`src/sv/slksd_pkg.sv`:
```
// ----------------------------------------------------------------------------
// slksd_pkg
// Shared types, byte codes and keyword tables for the serial line keyword
// state decoder.
// ----------------------------------------------------------------------------
package slksd_pkg;

   localparam int LINE_CAPACITY = 64;
   localparam int WORD_CAPACITY = 32;
   localparam int KEYWORD_COUNT = 16;
   localparam int KW_CHARS      = 10;
   localparam int LINE_FILL_W   = $clog2(LINE_CAPACITY);
   localparam int WORD_LEN_W    = $clog2(WORD_CAPACITY);
   localparam int QUEUE_DEPTH   = 2;
   localparam int QUEUE_PTR_W   = $clog2(QUEUE_DEPTH);
   localparam int QUEUE_CNT_W   = $clog2(QUEUE_DEPTH + 1);

   localparam logic [7:0] CHAR_NEWLINE    = 8'h0A;
   localparam logic [7:0] CHAR_SPACE      = 8'h20;
   localparam logic [7:0] CHAR_DELETE     = 8'h7F;
   localparam logic [7:0] CHAR_UNDERSCORE = 8'h5F;
   localparam logic [7:0] CHAR_CASE_BIT   = 8'h20;
   localparam logic [7:0] CHAR_LOWER_A    = 8'h61;
   localparam logic [7:0] CHAR_LOWER_Z    = 8'h7A;

   typedef logic [2:0] mode_type;

   localparam mode_type MODE_IDLE = 3'd1;

   typedef enum logic [2:0] {
      CLS_NEWLINE,
      CLS_IGNORE,
      CLS_LETTER,
      CLS_UNDERSCORE,
      CLS_OTHER
   } class_type;

   typedef struct packed {
      class_type  cls;
      logic [7:0] lc;
   } item_type;

   typedef struct packed {
      logic full;
      logic empty;
   } queue_status_type;

   // Keywords are stored right-justified: the last character sits in [7:0].
   localparam logic [8*KW_CHARS-1:0] KW_TEXT [KEYWORD_COUNT] = '{
      "booting", "idle", "neutral", "listening", "listen", "processing",
      "thinking", "speaking", "speak", "talking", "happy", "smile",
      "sleep", "sleeping", "error", "fault"
   };

   localparam logic [3:0] KW_LEN [KEYWORD_COUNT] = '{
      4'd7, 4'd4, 4'd7, 4'd9, 4'd6, 4'd10, 4'd8, 4'd8,
      4'd5, 4'd7, 4'd5, 4'd5, 4'd5, 4'd8, 4'd5, 4'd5
   };

   localparam mode_type KW_MODE [KEYWORD_COUNT] = '{
      3'd0, 3'd1, 3'd1, 3'd2, 3'd2, 3'd3, 3'd3, 3'd4,
      3'd4, 3'd4, 3'd5, 3'd5, 3'd6, 3'd6, 3'd7, 3'd7
   };

   function automatic logic kw_char_match(input logic [3:0]            idx,
                                          input logic [WORD_LEN_W-1:0] pos,
                                          input logic [7:0]            lc);
      logic [3:0] rev;
      logic [7:0] ch;
      rev = KW_LEN[idx] - 4'd1 - pos[3:0];
      ch  = KW_TEXT[idx][8*rev +: 8];
      return (pos < WORD_LEN_W'(KW_LEN[idx])) && (ch == lc);
   endfunction

endpackage

```
`src/sv/serial_line_keyword_state_decoder.sv`:
```
// ----------------------------------------------------------------------------
// serial_line_keyword_state_decoder
// Builds text lines from received bytes, matches words against a fixed
// keyword list and switches the mode when a line closes.
//
//   channel   direction   ports
//   req       in          req_valid, req_ready, req_rx_byte
//   rsp       out         rsp_valid, rsp_ready, rsp_current_mode,
//                         rsp_line_done, rsp_line_accepted
//
// One byte per cycle sustained while responses are taken; each response
// passes through the queue entry register and then the output register.
// Reset is synchronous; after it the mode is idle and the line is empty.
// A stalled response holds in the output register while the two-entry queue
// keeps taking requests; req_ready drops only when the queue is full.
// ----------------------------------------------------------------------------
module serial_line_keyword_state_decoder (
   input  logic       clock,
   input  logic       reset,
   input  logic       req_valid,
   output logic       req_ready,
   input  logic [7:0] req_rx_byte,
   output logic       rsp_valid,
   input  logic       rsp_ready,
   output logic [2:0] rsp_current_mode,
   output logic       rsp_line_done,
   output logic       rsp_line_accepted
);

   slksd_pkg::queue_status_type q_status;
   slksd_pkg::item_type         push_item;
   slksd_pkg::item_type         pop_item;
   logic                        push;
   logic                        pop;

   slksd_front u_front (
      .req_valid   (req_valid),
      .req_ready   (req_ready),
      .req_rx_byte (req_rx_byte),
      .q_status    (q_status),
      .push        (push),
      .push_item   (push_item)
   );

   slksd_queue u_queue (
      .clock     (clock),
      .reset     (reset),
      .push      (push),
      .push_item (push_item),
      .pop       (pop),
      .pop_item  (pop_item),
      .q_status  (q_status)
   );

   slksd_back u_back (
      .clock             (clock),
      .reset             (reset),
      .q_valid           (!q_status.empty),
      .q_item            (pop_item),
      .pop               (pop),
      .rsp_valid         (rsp_valid),
      .rsp_ready         (rsp_ready),
      .rsp_current_mode  (rsp_current_mode),
      .rsp_line_done     (rsp_line_done),
      .rsp_line_accepted (rsp_line_accepted)
   );

   a_accept_needs_done: assert property (@(posedge clock) disable iff (reset)
      rsp_valid && rsp_line_accepted |-> rsp_line_done)
      else $error("line accepted without line end");

   a_queue_status: assert property (@(posedge clock) disable iff (reset)
      !(q_status.full && q_status.empty))
      else $error("queue both full and empty");

   a_rsp_from_queue: assert property (@(posedge clock) disable iff (reset)
      $rose(rsp_valid) |-> $past(!q_status.empty))
      else $error("response without queued request");

   a_no_pop_empty: assert property (@(posedge clock) disable iff (reset)
      pop |-> !q_status.empty)
      else $error("pop from empty queue");

endmodule

```
`src/sv/slksd_front.sv`:
```
// ----------------------------------------------------------------------------
// slksd_front
// Accepts request bytes, classifies them and pushes them into the queue.
// ----------------------------------------------------------------------------
module slksd_front (
   input  logic                        req_valid,
   output logic                        req_ready,
   input  logic [7:0]                  req_rx_byte,
   input  slksd_pkg::queue_status_type q_status,
   output logic                        push,
   output slksd_pkg::item_type         push_item
);

   logic [7:0] lc;
   logic       is_letter;

   assign req_ready = !q_status.full;
   assign push      = req_valid && req_ready;

   assign lc        = req_rx_byte | slksd_pkg::CHAR_CASE_BIT;
   assign is_letter = (lc >= slksd_pkg::CHAR_LOWER_A) && (lc <= slksd_pkg::CHAR_LOWER_Z)
                      && (req_rx_byte < 8'h80);

   always_comb begin
      push_item.lc = lc;
      if (req_rx_byte == slksd_pkg::CHAR_NEWLINE) begin
         push_item.cls = slksd_pkg::CLS_NEWLINE;
      end else if ((req_rx_byte < slksd_pkg::CHAR_SPACE) ||
                   (req_rx_byte >= slksd_pkg::CHAR_DELETE)) begin
         push_item.cls = slksd_pkg::CLS_IGNORE;
      end else if (is_letter) begin
         push_item.cls = slksd_pkg::CLS_LETTER;
      end else if (req_rx_byte == slksd_pkg::CHAR_UNDERSCORE) begin
         push_item.cls = slksd_pkg::CLS_UNDERSCORE;
      end else begin
         push_item.cls = slksd_pkg::CLS_OTHER;
      end
   end

endmodule

```
`src/sv/slksd_queue.sv`:
```
// ----------------------------------------------------------------------------
// slksd_queue
// Short FIFO of classified requests between the front and the back.
// ----------------------------------------------------------------------------
module slksd_queue (
   input  logic                        clock,
   input  logic                        reset,
   input  logic                        push,
   input  slksd_pkg::item_type         push_item,
   input  logic                        pop,
   output slksd_pkg::item_type         pop_item,
   output slksd_pkg::queue_status_type q_status
);

   localparam logic [slksd_pkg::QUEUE_PTR_W-1:0] LAST_PTR =
      slksd_pkg::QUEUE_PTR_W'(slksd_pkg::QUEUE_DEPTH - 1);

   slksd_pkg::item_type                 entry_ff [slksd_pkg::QUEUE_DEPTH];
   logic [slksd_pkg::QUEUE_PTR_W-1:0]   wr_ptr_ff, wr_ptr_in;
   logic [slksd_pkg::QUEUE_PTR_W-1:0]   rd_ptr_ff, rd_ptr_in;
   logic [slksd_pkg::QUEUE_CNT_W-1:0]   count_ff, count_in;

   assign q_status.empty = (count_ff == '0);
   assign q_status.full  = (count_ff == slksd_pkg::QUEUE_CNT_W'(slksd_pkg::QUEUE_DEPTH));
   assign pop_item       = entry_ff[rd_ptr_ff];

   always_comb begin
      wr_ptr_in = wr_ptr_ff;
      rd_ptr_in = rd_ptr_ff;
      count_in  = count_ff;
      if (push) begin
         wr_ptr_in = (wr_ptr_ff == LAST_PTR) ? '0 : wr_ptr_ff + 1'b1;
      end
      if (pop) begin
         rd_ptr_in = (rd_ptr_ff == LAST_PTR) ? '0 : rd_ptr_ff + 1'b1;
      end
      if (push && !pop) begin
         count_in = count_ff + 1'b1;
      end else if (pop && !push) begin
         count_in = count_ff - 1'b1;
      end
   end

   always_ff @(posedge clock) begin
      if (reset) begin
         wr_ptr_ff <= '0;
         rd_ptr_ff <= '0;
         count_ff  <= '0;
      end else begin
         wr_ptr_ff <= wr_ptr_in;
         rd_ptr_ff <= rd_ptr_in;
         count_ff  <= count_in;
      end
   end

   always_ff @(posedge clock) begin
      if (push) begin
         entry_ff[wr_ptr_ff] <= push_item;
      end
   end

endmodule

```
`src/sv/slksd_back.sv`:
```
// ----------------------------------------------------------------------------
// slksd_back
// Applies one classified byte per cycle to the line and word state while the
// response register can take it, matches keywords and holds that register.
// ----------------------------------------------------------------------------
module slksd_back (
   input  logic                  clock,
   input  logic                  reset,
   input  logic                  q_valid,
   input  slksd_pkg::item_type   q_item,
   output logic                  pop,
   output logic                  rsp_valid,
   input  logic                  rsp_ready,
   output logic [2:0]            rsp_current_mode,
   output logic                  rsp_line_done,
   output logic                  rsp_line_accepted
);

   typedef enum logic [1:0] {
      PHASE_BETWEEN,
      PHASE_WORD,
      PHASE_SKIP
   } phase_type;

   localparam int LW = slksd_pkg::LINE_FILL_W;
   localparam int WW = slksd_pkg::WORD_LEN_W;
   localparam int KC = slksd_pkg::KEYWORD_COUNT;

   localparam logic [LW-1:0] LINE_LAST = LW'(slksd_pkg::LINE_CAPACITY - 1);
   localparam logic [WW-1:0] WORD_LAST = WW'(slksd_pkg::WORD_CAPACITY - 1);

   phase_type               phase_ff, phase_in;
   logic [LW-1:0]           fill_ff, fill_in;
   logic [WW-1:0]           wlen_ff, wlen_in;
   logic [KC-1:0]           cand_ff, cand_in;
   slksd_pkg::mode_type     pmode_ff, pmode_in;
   logic                    pvalid_ff, pvalid_in;
   slksd_pkg::mode_type     amode_ff, amode_in;
   logic                    rsp_valid_ff, rsp_valid_in;
   slksd_pkg::mode_type     rsp_mode_ff, rsp_mode_in;
   logic                    rsp_done_ff, rsp_done_in;
   logic                    rsp_acc_ff, rsp_acc_in;

   logic                    word_hit;
   slksd_pkg::mode_type     hit_mode;
   logic                    end_pvalid;
   slksd_pkg::mode_type     end_pmode;
   logic [KC-1:0]           cand_src;
   logic [WW-1:0]           pos;
   logic [KC-1:0]           filt;

   assign pop = q_valid && (!rsp_valid_ff || rsp_ready);

   // Last keyword in table order that fully matches the current word.
   always_comb begin
      word_hit = 1'b0;
      hit_mode = '0;
      for (int i = 0; i < KC; i++) begin
         if (cand_ff[i] && (wlen_ff == WW'(slksd_pkg::KW_LEN[i]))) begin
            word_hit = 1'b1;
            hit_mode = slksd_pkg::KW_MODE[i];
         end
      end
   end

   assign end_pvalid = pvalid_ff || ((phase_ff == PHASE_WORD) && word_hit);
   assign end_pmode  = ((phase_ff == PHASE_WORD) && word_hit) ? hit_mode : pmode_ff;

   assign cand_src = (phase_ff == PHASE_BETWEEN) ? '1 : cand_ff;
   assign pos      = (phase_ff == PHASE_BETWEEN) ? '0 : wlen_ff;

   always_comb begin
      for (int i = 0; i < KC; i++) begin
         filt[i] = cand_src[i] && slksd_pkg::kw_char_match(4'(i), pos, q_item.lc);
      end
   end

   always_comb begin
      phase_in  = phase_ff;
      fill_in   = fill_ff;
      wlen_in   = wlen_ff;
      cand_in   = cand_ff;
      pmode_in  = pmode_ff;
      pvalid_in = pvalid_ff;
      amode_in  = amode_ff;
      rsp_mode_in  = rsp_mode_ff;
      rsp_done_in  = rsp_done_ff;
      rsp_acc_in   = rsp_acc_ff;
      rsp_valid_in = rsp_valid_ff && !rsp_ready;
      if (pop) begin
         rsp_done_in  = 1'b0;
         rsp_acc_in   = 1'b0;
         rsp_valid_in = 1'b1;
         case (q_item.cls)
            slksd_pkg::CLS_NEWLINE: begin
               rsp_done_in = 1'b1;
               rsp_acc_in  = end_pvalid;
               if (end_pvalid) begin
                  amode_in = end_pmode;
               end
               phase_in  = PHASE_BETWEEN;
               fill_in   = '0;
               wlen_in   = '0;
               cand_in   = '0;
               pmode_in  = '0;
               pvalid_in = 1'b0;
            end
            slksd_pkg::CLS_IGNORE: begin
            end
            default: begin
               if (fill_ff >= LINE_LAST) begin
                  phase_in  = PHASE_BETWEEN;
                  fill_in   = '0;
                  wlen_in   = '0;
                  cand_in   = '0;
                  pmode_in  = '0;
                  pvalid_in = 1'b0;
               end else begin
                  fill_in = fill_ff + 1'b1;
                  case (q_item.cls)
                     slksd_pkg::CLS_LETTER: begin
                        if (phase_ff == PHASE_BETWEEN) begin
                           phase_in = PHASE_WORD;
                           wlen_in  = WW'(1);
                           cand_in  = filt;
                        end else if (phase_ff == PHASE_WORD) begin
                           if (wlen_ff >= WORD_LAST) begin
                              pvalid_in = end_pvalid;
                              pmode_in  = end_pmode;
                              phase_in  = PHASE_SKIP;
                              wlen_in   = '0;
                              cand_in   = '0;
                           end else begin
                              cand_in = filt;
                              wlen_in = wlen_ff + 1'b1;
                           end
                        end
                     end
                     slksd_pkg::CLS_UNDERSCORE: begin
                        if (phase_ff == PHASE_WORD) begin
                           if (wlen_ff >= WORD_LAST) begin
                              pvalid_in = end_pvalid;
                              pmode_in  = end_pmode;
                              phase_in  = PHASE_BETWEEN;
                              wlen_in   = '0;
                              cand_in   = '0;
                           end else begin
                              cand_in = '0;
                              wlen_in = wlen_ff + 1'b1;
                           end
                        end else begin
                           phase_in = PHASE_BETWEEN;
                        end
                     end
                     default: begin
                        pvalid_in = end_pvalid;
                        pmode_in  = end_pmode;
                        phase_in  = PHASE_BETWEEN;
                        wlen_in   = '0;
                        cand_in   = '0;
                     end
                  endcase
               end
            end
         endcase
         rsp_mode_in = amode_in;
      end
   end

   always_ff @(posedge clock) begin
      if (reset) begin
         phase_ff     <= PHASE_BETWEEN;
         fill_ff      <= '0;
         wlen_ff      <= '0;
         cand_ff      <= '0;
         pmode_ff     <= '0;
         pvalid_ff    <= 1'b0;
         amode_ff     <= slksd_pkg::MODE_IDLE;
         rsp_valid_ff <= 1'b0;
         rsp_mode_ff  <= '0;
         rsp_done_ff  <= 1'b0;
         rsp_acc_ff   <= 1'b0;
      end else begin
         phase_ff     <= phase_in;
         fill_ff      <= fill_in;
         wlen_ff      <= wlen_in;
         cand_ff      <= cand_in;
         pmode_ff     <= pmode_in;
         pvalid_ff    <= pvalid_in;
         amode_ff     <= amode_in;
         rsp_valid_ff <= rsp_valid_in;
         rsp_mode_ff  <= rsp_mode_in;
         rsp_done_ff  <= rsp_done_in;
         rsp_acc_ff   <= rsp_acc_in;
      end
   end

   assign rsp_valid         = rsp_valid_ff;
   assign rsp_current_mode  = rsp_mode_ff;
   assign rsp_line_done     = rsp_done_ff;
   assign rsp_line_accepted = rsp_acc_ff;

endmodule

```
`config.mk`:
```
export PLATFORM = sky130hd
export DESIGN_NAME = serial_line_keyword_state_decoder
export DESIGN_NICKNAME = d
export VERILOG_FILES = /design/src/sv/slksd_pkg.sv /design/src/sv/serial_line_keyword_state_decoder.sv /design/src/sv/slksd_front.sv /design/src/sv/slksd_queue.sv /design/src/sv/slksd_back.sv
export SDC_FILE = /design/constraint.sdc
export NUM_CORES = 1
export LEC_CHECK = 0
export BUFFER_PORTS_ARGS = -buffer_cell sky130_fd_sc_hd__buf_2
export CORE_ASPECT_RATIO = 0.6
export CORE_MARGIN = 2
export CORE_UTILIZATION = 65
export CTS_BUF_LIST = sky130_fd_sc_hd__clkbuf_8
export DETAILED_ROUTE_END_ITERATION = 7
export PLACE_DENSITY = 0.86
export SETUP_SLACK_MARGIN = 0.1
export SLEW_MARGIN = 0
export SYNTH_ARGS = -nofsm -noshare
export SYNTH_HDL_FRONTEND = slang
export SYNTH_SLANG_ARGS = --single-unit
```
`constraint.sdc`:
```
create_clock -name clock -period 4.6 [get_ports clock]
set_input_delay 0 -clock clock [delete_from_list [all_inputs] [get_ports clock]]
set_output_delay 0 -clock clock [all_outputs]
set_load 0.1 [all_outputs]
```
==> run_results.csv, run 1 <==
group,metric,value,unit
synth,syn_nets,776,
sta,worstMarginPinSlew,1.14,ns
layout,nets,776,
critical_path,ff2ff_setup_slack,0.97,ns
sta,rsz0062_at_grt,"false",
floorplanning,die_y,77.0,um
sta,max-slew-margin-rel,24.0,%
synth,synth.area.top_cells,"dfxtp_1 16%, edfxtp_1 10%, ha_1 7.1%",
drt,antenna_left,0,
clock_network,clk_pin_slew,0.08,ns
global_routing,grt_antenna_before_repair,0,
min_path,hold_path.class,"in2reg",
clock_network,root_buffer,"clkbuf_8",
floorplanning,chipWidth,126,um
floorplanning,core.rowCount,26,
synth,synthDistinctLibCells,76,
run,maxCapViolations,0,
synth,ys_seq_area_share,26.0,%
sta,setup_tns,0,ns
power_and_ir_drop,power_leakage,2.27,nW
global_routing,grt_start_max_net_pins,38,
floorplanning,dieArea,9690,um2
synth,ys_ff_latch,65,
placed_design,placed_area,5910,um2
drt,num_vias,6082,
synth,synth_edf_count,20,
floorplanning,core,8590,um2
layout,syn_to_final_growth,6.90,%
power_and_ir_drop,peakVddDrop,0.283,mV
critical_path,r2r_cells,10,
global_routing,grt_pass1_vias,5369,
global_routing,met1_usage,54.0,%
clock_network,cts_sinks,65,
sta,fin_worst_skew,0.00857,ns
global_routing,grt_use_met3,16.3,%
critical_path,endpoint_kind,"flip-flop",
sta,period_share,78.9,%
global_routing,use_met2,53.5,%
power_and_ir_drop,cellPowerDensity,370,nW/um2
global_routing,grt_overflow,0,
global_routing,busiest_layer,"met1",
synth,ys_warn_count,0,
sta,setup_viol,0,
critical_path,critPathArrivalTime,3.94,ns
global_routing,grt.total_usage,38.3,%
drt,vias_per_cell,7.17,
clock_network,ctsResizeCount,0,
clock_network,cts_buffers,9,
drt,drt_iter0_drc,1018,
min_path,whs_path_depth,2,
clock_network,insertion_delay,0.36,ns
placed_design,portBuffers,18,
clock_network,cts_buffer_depth,2,
synth,synth_top_cell_area_share,15.6,%
critical_path,crit_fanout,20,
synth,syn_avg_cell_area,7.91,um2
critical_path,path_class,"reg2reg",
layout,diodes,0,
sta,slew_violations,0,
placed_design,dpl.hpwl,13.1,mm
placed_design,gp_congestion,1.05,
critical_path,required,4.91,ns
layout,drive_above_1_share,9.92,%
synth,syn_area,5780,um2
drt,drc,0,
global_routing,grt_pass1_wl,29.2,mm
clock_network,cts-htree-levels,3,
synth,synth_ff_type,"dfxtp_1",
drt,wire_per_inst,22.1,um
drt,drtPass1Iterations,6,
synth,synth_most_common_cell,"nor2_1",
drt,wirelength,18.8,mm
clock_network,tritoncts,"done",
critical_path,critPathLaunchType,"flip-flop",
synth,synth_top_area_cell,"dfxtp_1",
floorplanning,start_util,67.3,%
outcome,status,"finished clean",
layout,stdcell_area,6180,um2
synth,synthArstFlopShare,0,%
floorplanning,ioPinCount,19,
sta,hold_viol_final,0,
sta,min_period,3.63,ns
synth,synthCells,731,
synth,synth_commonest_cells,"78 x nor2_1, 53 x a21oi_1, 47 x nand2_1",
sta,clock.fmax,275,MHz
==> path summary, 6_finish.rpt <==
kind / startpoint / end
setup reg to reg: u_back.phase_ff[0] / u_back.cand_ff[0]
hold / removal: req_rx_byte[5] / u_queue.entry_ff[1][9]
setup / recovery: u_back.phase_ff[0] / u_back.cand_ff[0]
hold reg to reg: u_back.rsp_line_done / u_back.rsp_line_done
==> cells in the final DEF (no fill, tap or decap), types with 10 or more instances in the layout <==
cell type  netlist  layout
nand4_1         10      10
nor3_1          23      23
a21oi_1         53      53
inv_1           27      27
nor2_1          78      78
dfxtp_1         45      45
o21ai_0         44      44
nand3_1         18      18
edfxtp_1        20      20
ha_1            33      33
nand2b_1        14      14
xnor2_1         46      46
buf_4            2      12
mux2i_1         21      19
nand2_1         47      47
buf_2            9      18
o211ai_1        17      17
nor4_1          10      10
a31oi_1         14      14
==> cells by family after synthesis <==
kind of cell             count (synthesis)  share of synthesized area, %
flip-flops                              65                          26.0
buffers and inverters                   77                          5.45
AND/OR/NAND/NOR                        262                          23.5
XOR/XNOR                                49                          7.42
adder cells (fa/ha/maj)                 33                          7.14
AO/OA/AOI/OAI                          218                          25.7
multiplexers                            27                          4.81
==> routing by layer <==
metal / vias to the layer above / part of all wire (%)
li1: 2717 / -
met1: 2852 / 43
met2: 443 / 40
met3: 68 / 15
met4: 2 / 2.5
met5: - / 0.20
==> state kept, by name (all words and copies together), names as in the netlist, named ones only <==
signal                    count
u_queue.entry_ff             20
u_back.cand_ff               16
u_back.fill_ff                6
u_back.wlen_ff                5
u_back.pmode_ff               3
u_back.rsp_current_mode       3
u_back.phase_ff               2
u_queue.count_ff              2
u_back.amode_ff               1
u_back.pvalid_ff              1
u_back.rsp_line_accepted      1
u_back.rsp_line_done          1
u_back.rsp_valid              1
u_queue.rd_ptr_ff             1
u_queue.wr_ptr_ff             1
==> what timing repair did <==
item / 4_1_cts / 5_1_grt
hold endpoints to repair: 17 / 0
hold buffers: 8 / 0
buffers inserted: 0 / 0
==> power by group <==
group          switching (mW)  leakage (nW)  internal [mW]  total [mW]
Combinational           0.694          1.62          0.345        1.04
Sequential             0.0819         0.552          0.658       0.740
Clock                   0.255         0.101          0.250       0.505
Total                    1.03          2.27           1.25        2.28
==> metrics by stage <==
| stage | power, mW | hold slack [ns] | setup WS [ns] | util (%) | std cells |
|---|---|---|---|---|---|
| after floorplan | 1.48 | 0.0989 | 1.08 | - | 731 |
| after global placement | 1.70 | 0.232 | 1.36 | 68.8 | 824 |
| after detailed placement | 1.73 | 0.228 | 1.12 | 68.8 | 824 |
| after CTS | 2.24 | 0.0716 | 1.09 | 72.0 | 848 |
| after global routing | 2.37 | 0.0854 | 0.798 | 72.0 | 848 |
| final | 2.28 | 0.0935 | 0.969 | 72.0 | 848 |
==> area by class of cell <==
cell class / instances / area (um2)
clock buffers: 9 / 124
multi-input cells: 589 / 3980
well taps: 112 / 140
flip-flops and latches: 65 / 1500
inverters: 28 / 105
repair buffers: 38 / 260
clock inverters: 7 / 70.1
fillers: 686 / 2410
==> worst max-delay path, cell delays in order (launching register included) <==
cell and delay, ns:
dfxtp_1 0.70, o21ai_4 0.22, inv_2 0.25, ha_1 0.47, ha_1 0.53, nor2b_1 0.36
o32ai_1 0.14, a211oi_1 0.19, o21ai_0 0.12, a2111oi_0 0.40, a22o_1 0.19
No activity file was read; power rests on OpenSTA's default activity.
==> run 2, diff against run 1 <==
--- a/config.mk
+++ b/config.mk
@@ -5,13 +5,14 @@
 export SDC_FILE = /design/constraint.sdc
 export NUM_CORES = 1
 export LEC_CHECK = 0
+export ABC_AREA = 1
 export BUFFER_PORTS_ARGS = -buffer_cell sky130_fd_sc_hd__buf_2
 export CORE_ASPECT_RATIO = 0.6
 export CORE_MARGIN = 2
-export CORE_UTILIZATION = 65
+export CORE_UTILIZATION = 59
 export CTS_BUF_LIST = sky130_fd_sc_hd__clkbuf_8
 export DETAILED_ROUTE_END_ITERATION = 7
-export PLACE_DENSITY = 0.86
+export PLACE_DENSITY = 0.82
 export SETUP_SLACK_MARGIN = 0.1
 export SLEW_MARGIN = 0
 export SYNTH_ARGS = -nofsm -noshare
==> constraint.sdc (replaced) <==
create_clock -name clock -period 3.18 [get_ports clock]
set_input_delay 0 -clock clock [delete_from_list [all_inputs] [get_ports clock]]
set_output_delay 0 -clock clock [all_outputs]
set_load 0.1 [all_outputs]
==> run_results.csv, run 2 <==
group,metric,value,unit
floorplanning,start_util,61.3,%
synth,synth_commonest_cells,"238 x nand2_1, 97 x nor2_1, 89 x inv_1",
critical_path,worstPathCellList,"nor2_4, nor2_4, inv_2, ha_1, inv_1, ha_1, inv_1, a21oi_1, o21ai_0, nand2_1, nand3b_1, nor4_1, nand4_1, a21oi_1",
drt,wirelength,18.7,mm
synth,syn_avg_cell_area,6.45,um2
synth,synthCells,880,
sta,hold_viol_final,0,
placed_design,portBuffers,18,
critical_path,endpoint_kind,"flip-flop",
clock_network,cts_buffer_depth,2,
synth,synthArstFlopShare,0,%
floorplanning,core.rowCount,27,
sta,clock.fmax,352,MHz
drt,vias_per_cell,5.88,
power_and_ir_drop,power_leakage,2.73,nW
sta,period_share,89.4,%
clock_network,clk_pin_slew,0.09,ns
critical_path,critPathLaunchType,"flip-flop",
floorplanning,ioPinCount,19,
sta,fin_worst_skew,0.0109,ns
synth,ys_seq_area_share,26.4,%
synth,synth_top_cell_area_share,15.9,%
placed_design,gp_congestion,1.01,
drt,num_vias,6123,
clock_network,root_buffer,"clkbuf_8",
global_routing,grt_pass1_wl,29.0,mm
critical_path,crit_fanout,12,
sta,slew_violations,0,
drt,antenna_left,0,
global_routing,grt_antenna_before_repair,1,
clock_network,tritoncts,"done",
critical_path,crit_path_max_incr_delay,0.37,ns
synth,synth_most_common_cell,"nand2_1",
sta,max-slew-margin-rel,38.8,%
clock_network,cts_sinks,65,
clock_network,cts_setup_buffers,0,
floorplanning,die_y,80.0,um
run,maxCapViolations,0,
floorplanning,chipWidth,131,um
layout,final_cell_mix,"238 x nand2_1, 97 x nor2_1, 89 x inv_1, 66 x nand3_1, 54 x o21ai_0",
layout,largest_reg_flops,20,
global_routing,grt_overflow,0,
sta,setup_tns,0,ns
synth,ys_warn_count,0,
global_routing,grt_start_max_net_pins,30,
power_and_ir_drop,design_power_total,4.17,mW
synth,syn_nets,925,
synth,synth.area.top_cells,"dfxtp_1 16%, nand2_1 16%, edfxtp_1 11%",
critical_path,path_class,"reg2reg",
layout,stdcell_area,6160,um2
power_and_ir_drop,cellPowerDensity,677,nW/um2
clock_network,insertion_delay,0.36,ns
layout,nets,951,
min_path,hold_path.class,"in2reg",
clock_network,cts-htree-levels,3,
critical_path,critPathArrivalTime,3.14,ns
critical_path,slowest_stage,"dfxtp_1",
sta,worstMarginPinSlew,0.915,ns
layout,top_regs,"u_queue.entry_ff: 20 flops, u_back.cand_ff: 16 flops, u_back.fill_ff: 6 flops",
layout,top_register,"u_queue.entry_ff",
critical_path,required,3.47,ns
sta,whs,0.0963,ns
power_and_ir_drop,peakVddDrop,0.485,mV
placed_design,placed_area,5900,um2
sta,min_period,2.84,ns
layout,final_common_cell,"nand2_1",
clock_network,cts_buffers,9,
drt,drtPass1Iterations,5,
synth,ys_ff_latch,65,
layout,syn_to_final_growth,8.46,%
floorplanning,core,9260,um2
drt,drt_iter0_drc,983,
synth,synth_ff_type,"dfxtp_1",
drt,wire_per_inst,18.0,um
layout,drive_above_1_share,11.6,%
drt,drc,0,
synth,syn_area,5680,um2
layout,diodes,0,
synth,synth_top_area_cell,"dfxtp_1",
outcome,status,"finished clean",
sta,rsz0062_at_grt,"false",
sta,worst_slack,0.337,ns
synth,synthDistinctLibCells,49,
floorplanning,dieArea,10400,um2
placed_design,place_worst_setup_slack,0.434,ns
placed_design,dpl.hpwl,13.9,mm
global_routing,grt_pass1_vias,5556,
synth,synth_edf_count,20,
sta,setup_viol,0,
global_routing,grt.total_usage,36.9,%
## run 2: changes by cell type in the layout (fill, tap and decap cells not counted), sizes merged, moves of 9 or more
| cell | before | now |
|---|---|---|
| nand2 | 47 | 253 |
| inv | 29 | 102 |
| nand3 | 19 | 69 |
| xnor2 | 46 | 7 |
| nor2 | 78 | 111 |
| o21ai | 49 | 71 |
| mux2i | 21 | 0 |
| xor2 | 3 | 22 |
| nand2b | 14 | 0 |
| a31oi | 14 | 1 |
| o211ai | 18 | 5 |
| nor2b | 9 | 0 |
## run 2: logic make-up after synthesis
logic type | after synthesis | synth area share (%)
compound gates | 143 | 14.3
buf+inv | 129 | 9.54
simple gates | 481 | 38.0
flops | 65 | 26.4
fa+ha+maj | 33 | 7.27
xor+xnor | 29 | 4.47
## run 2: repair_timing
item,CTS,global route
setup endpoints to repair,0,1
hold endpoints to repair,15,0
resized for setup,0,1
hold buffers,8,0
## run 2: where the power goes
group / switching [mW] / internal (mW) / leakage, nW
Sequential: 0.168 / 1.02 / 0.553
Combinational: 1.68 / 0.633 / 2.09
Clock: 0.386 / 0.288 / 0.0822
## run 2: layout make-up
type | instances | area (um2)
multi-input combinational | 686 | 3640
fill | 858 | 3100
sequential | 65 | 1500
inverter | 101 | 382
timing repair buffer | 43 | 298
tap | 130 | 163
clock buffer | 9 | 124
clock inverter | 7 | 53.8
## run 2: per-stage QoR
step	instances	util [%]
2_1_floorplan	880	-
5_1_grt	1041	66.5
6_report	1041	66.5
4_1_cts	1041	66.5
3_5_place_dp	1017	63.7
3_3_place_gp	1017	63.7
## run 2: worst max-delay path: cells and delay by family, from the launching register on
family / cells / cell delay, ns
AOI/OAI and AO/OA: 3 / 0.47
adders and majority gates: 2 / 0.54
buffers and inverters: 3 / 0.43
DFF: 1 / 0.37
and+or+nand+nor: 6 / 0.96
## run 2: metal layers
metal  global-route usage [%]  up-vias  wire (um)
met3                     14.4       48       2750
li1                         -     2925          -
met1                     53.6     2752       8370
met5                        0        -         13
met2                     50.3      396       7180
met4                     9.68        2        403
## run 2: path summary, 6_finish.rpt
path | from | endpoint | slack [ns] | depth (start not counted)
min | req_valid | u_queue.wr_ptr_ff | 0.1 | 5
min reg2reg | u_back.pmode_ff[1] | u_back.pmode_ff[1] | 0.46 | 2
max reg2reg | u_back.phase_ff[1] | u_back.cand_ff[5] | 0.34 | 14
max | u_back.phase_ff[1] | u_back.cand_ff[5] | 0.34 | 14
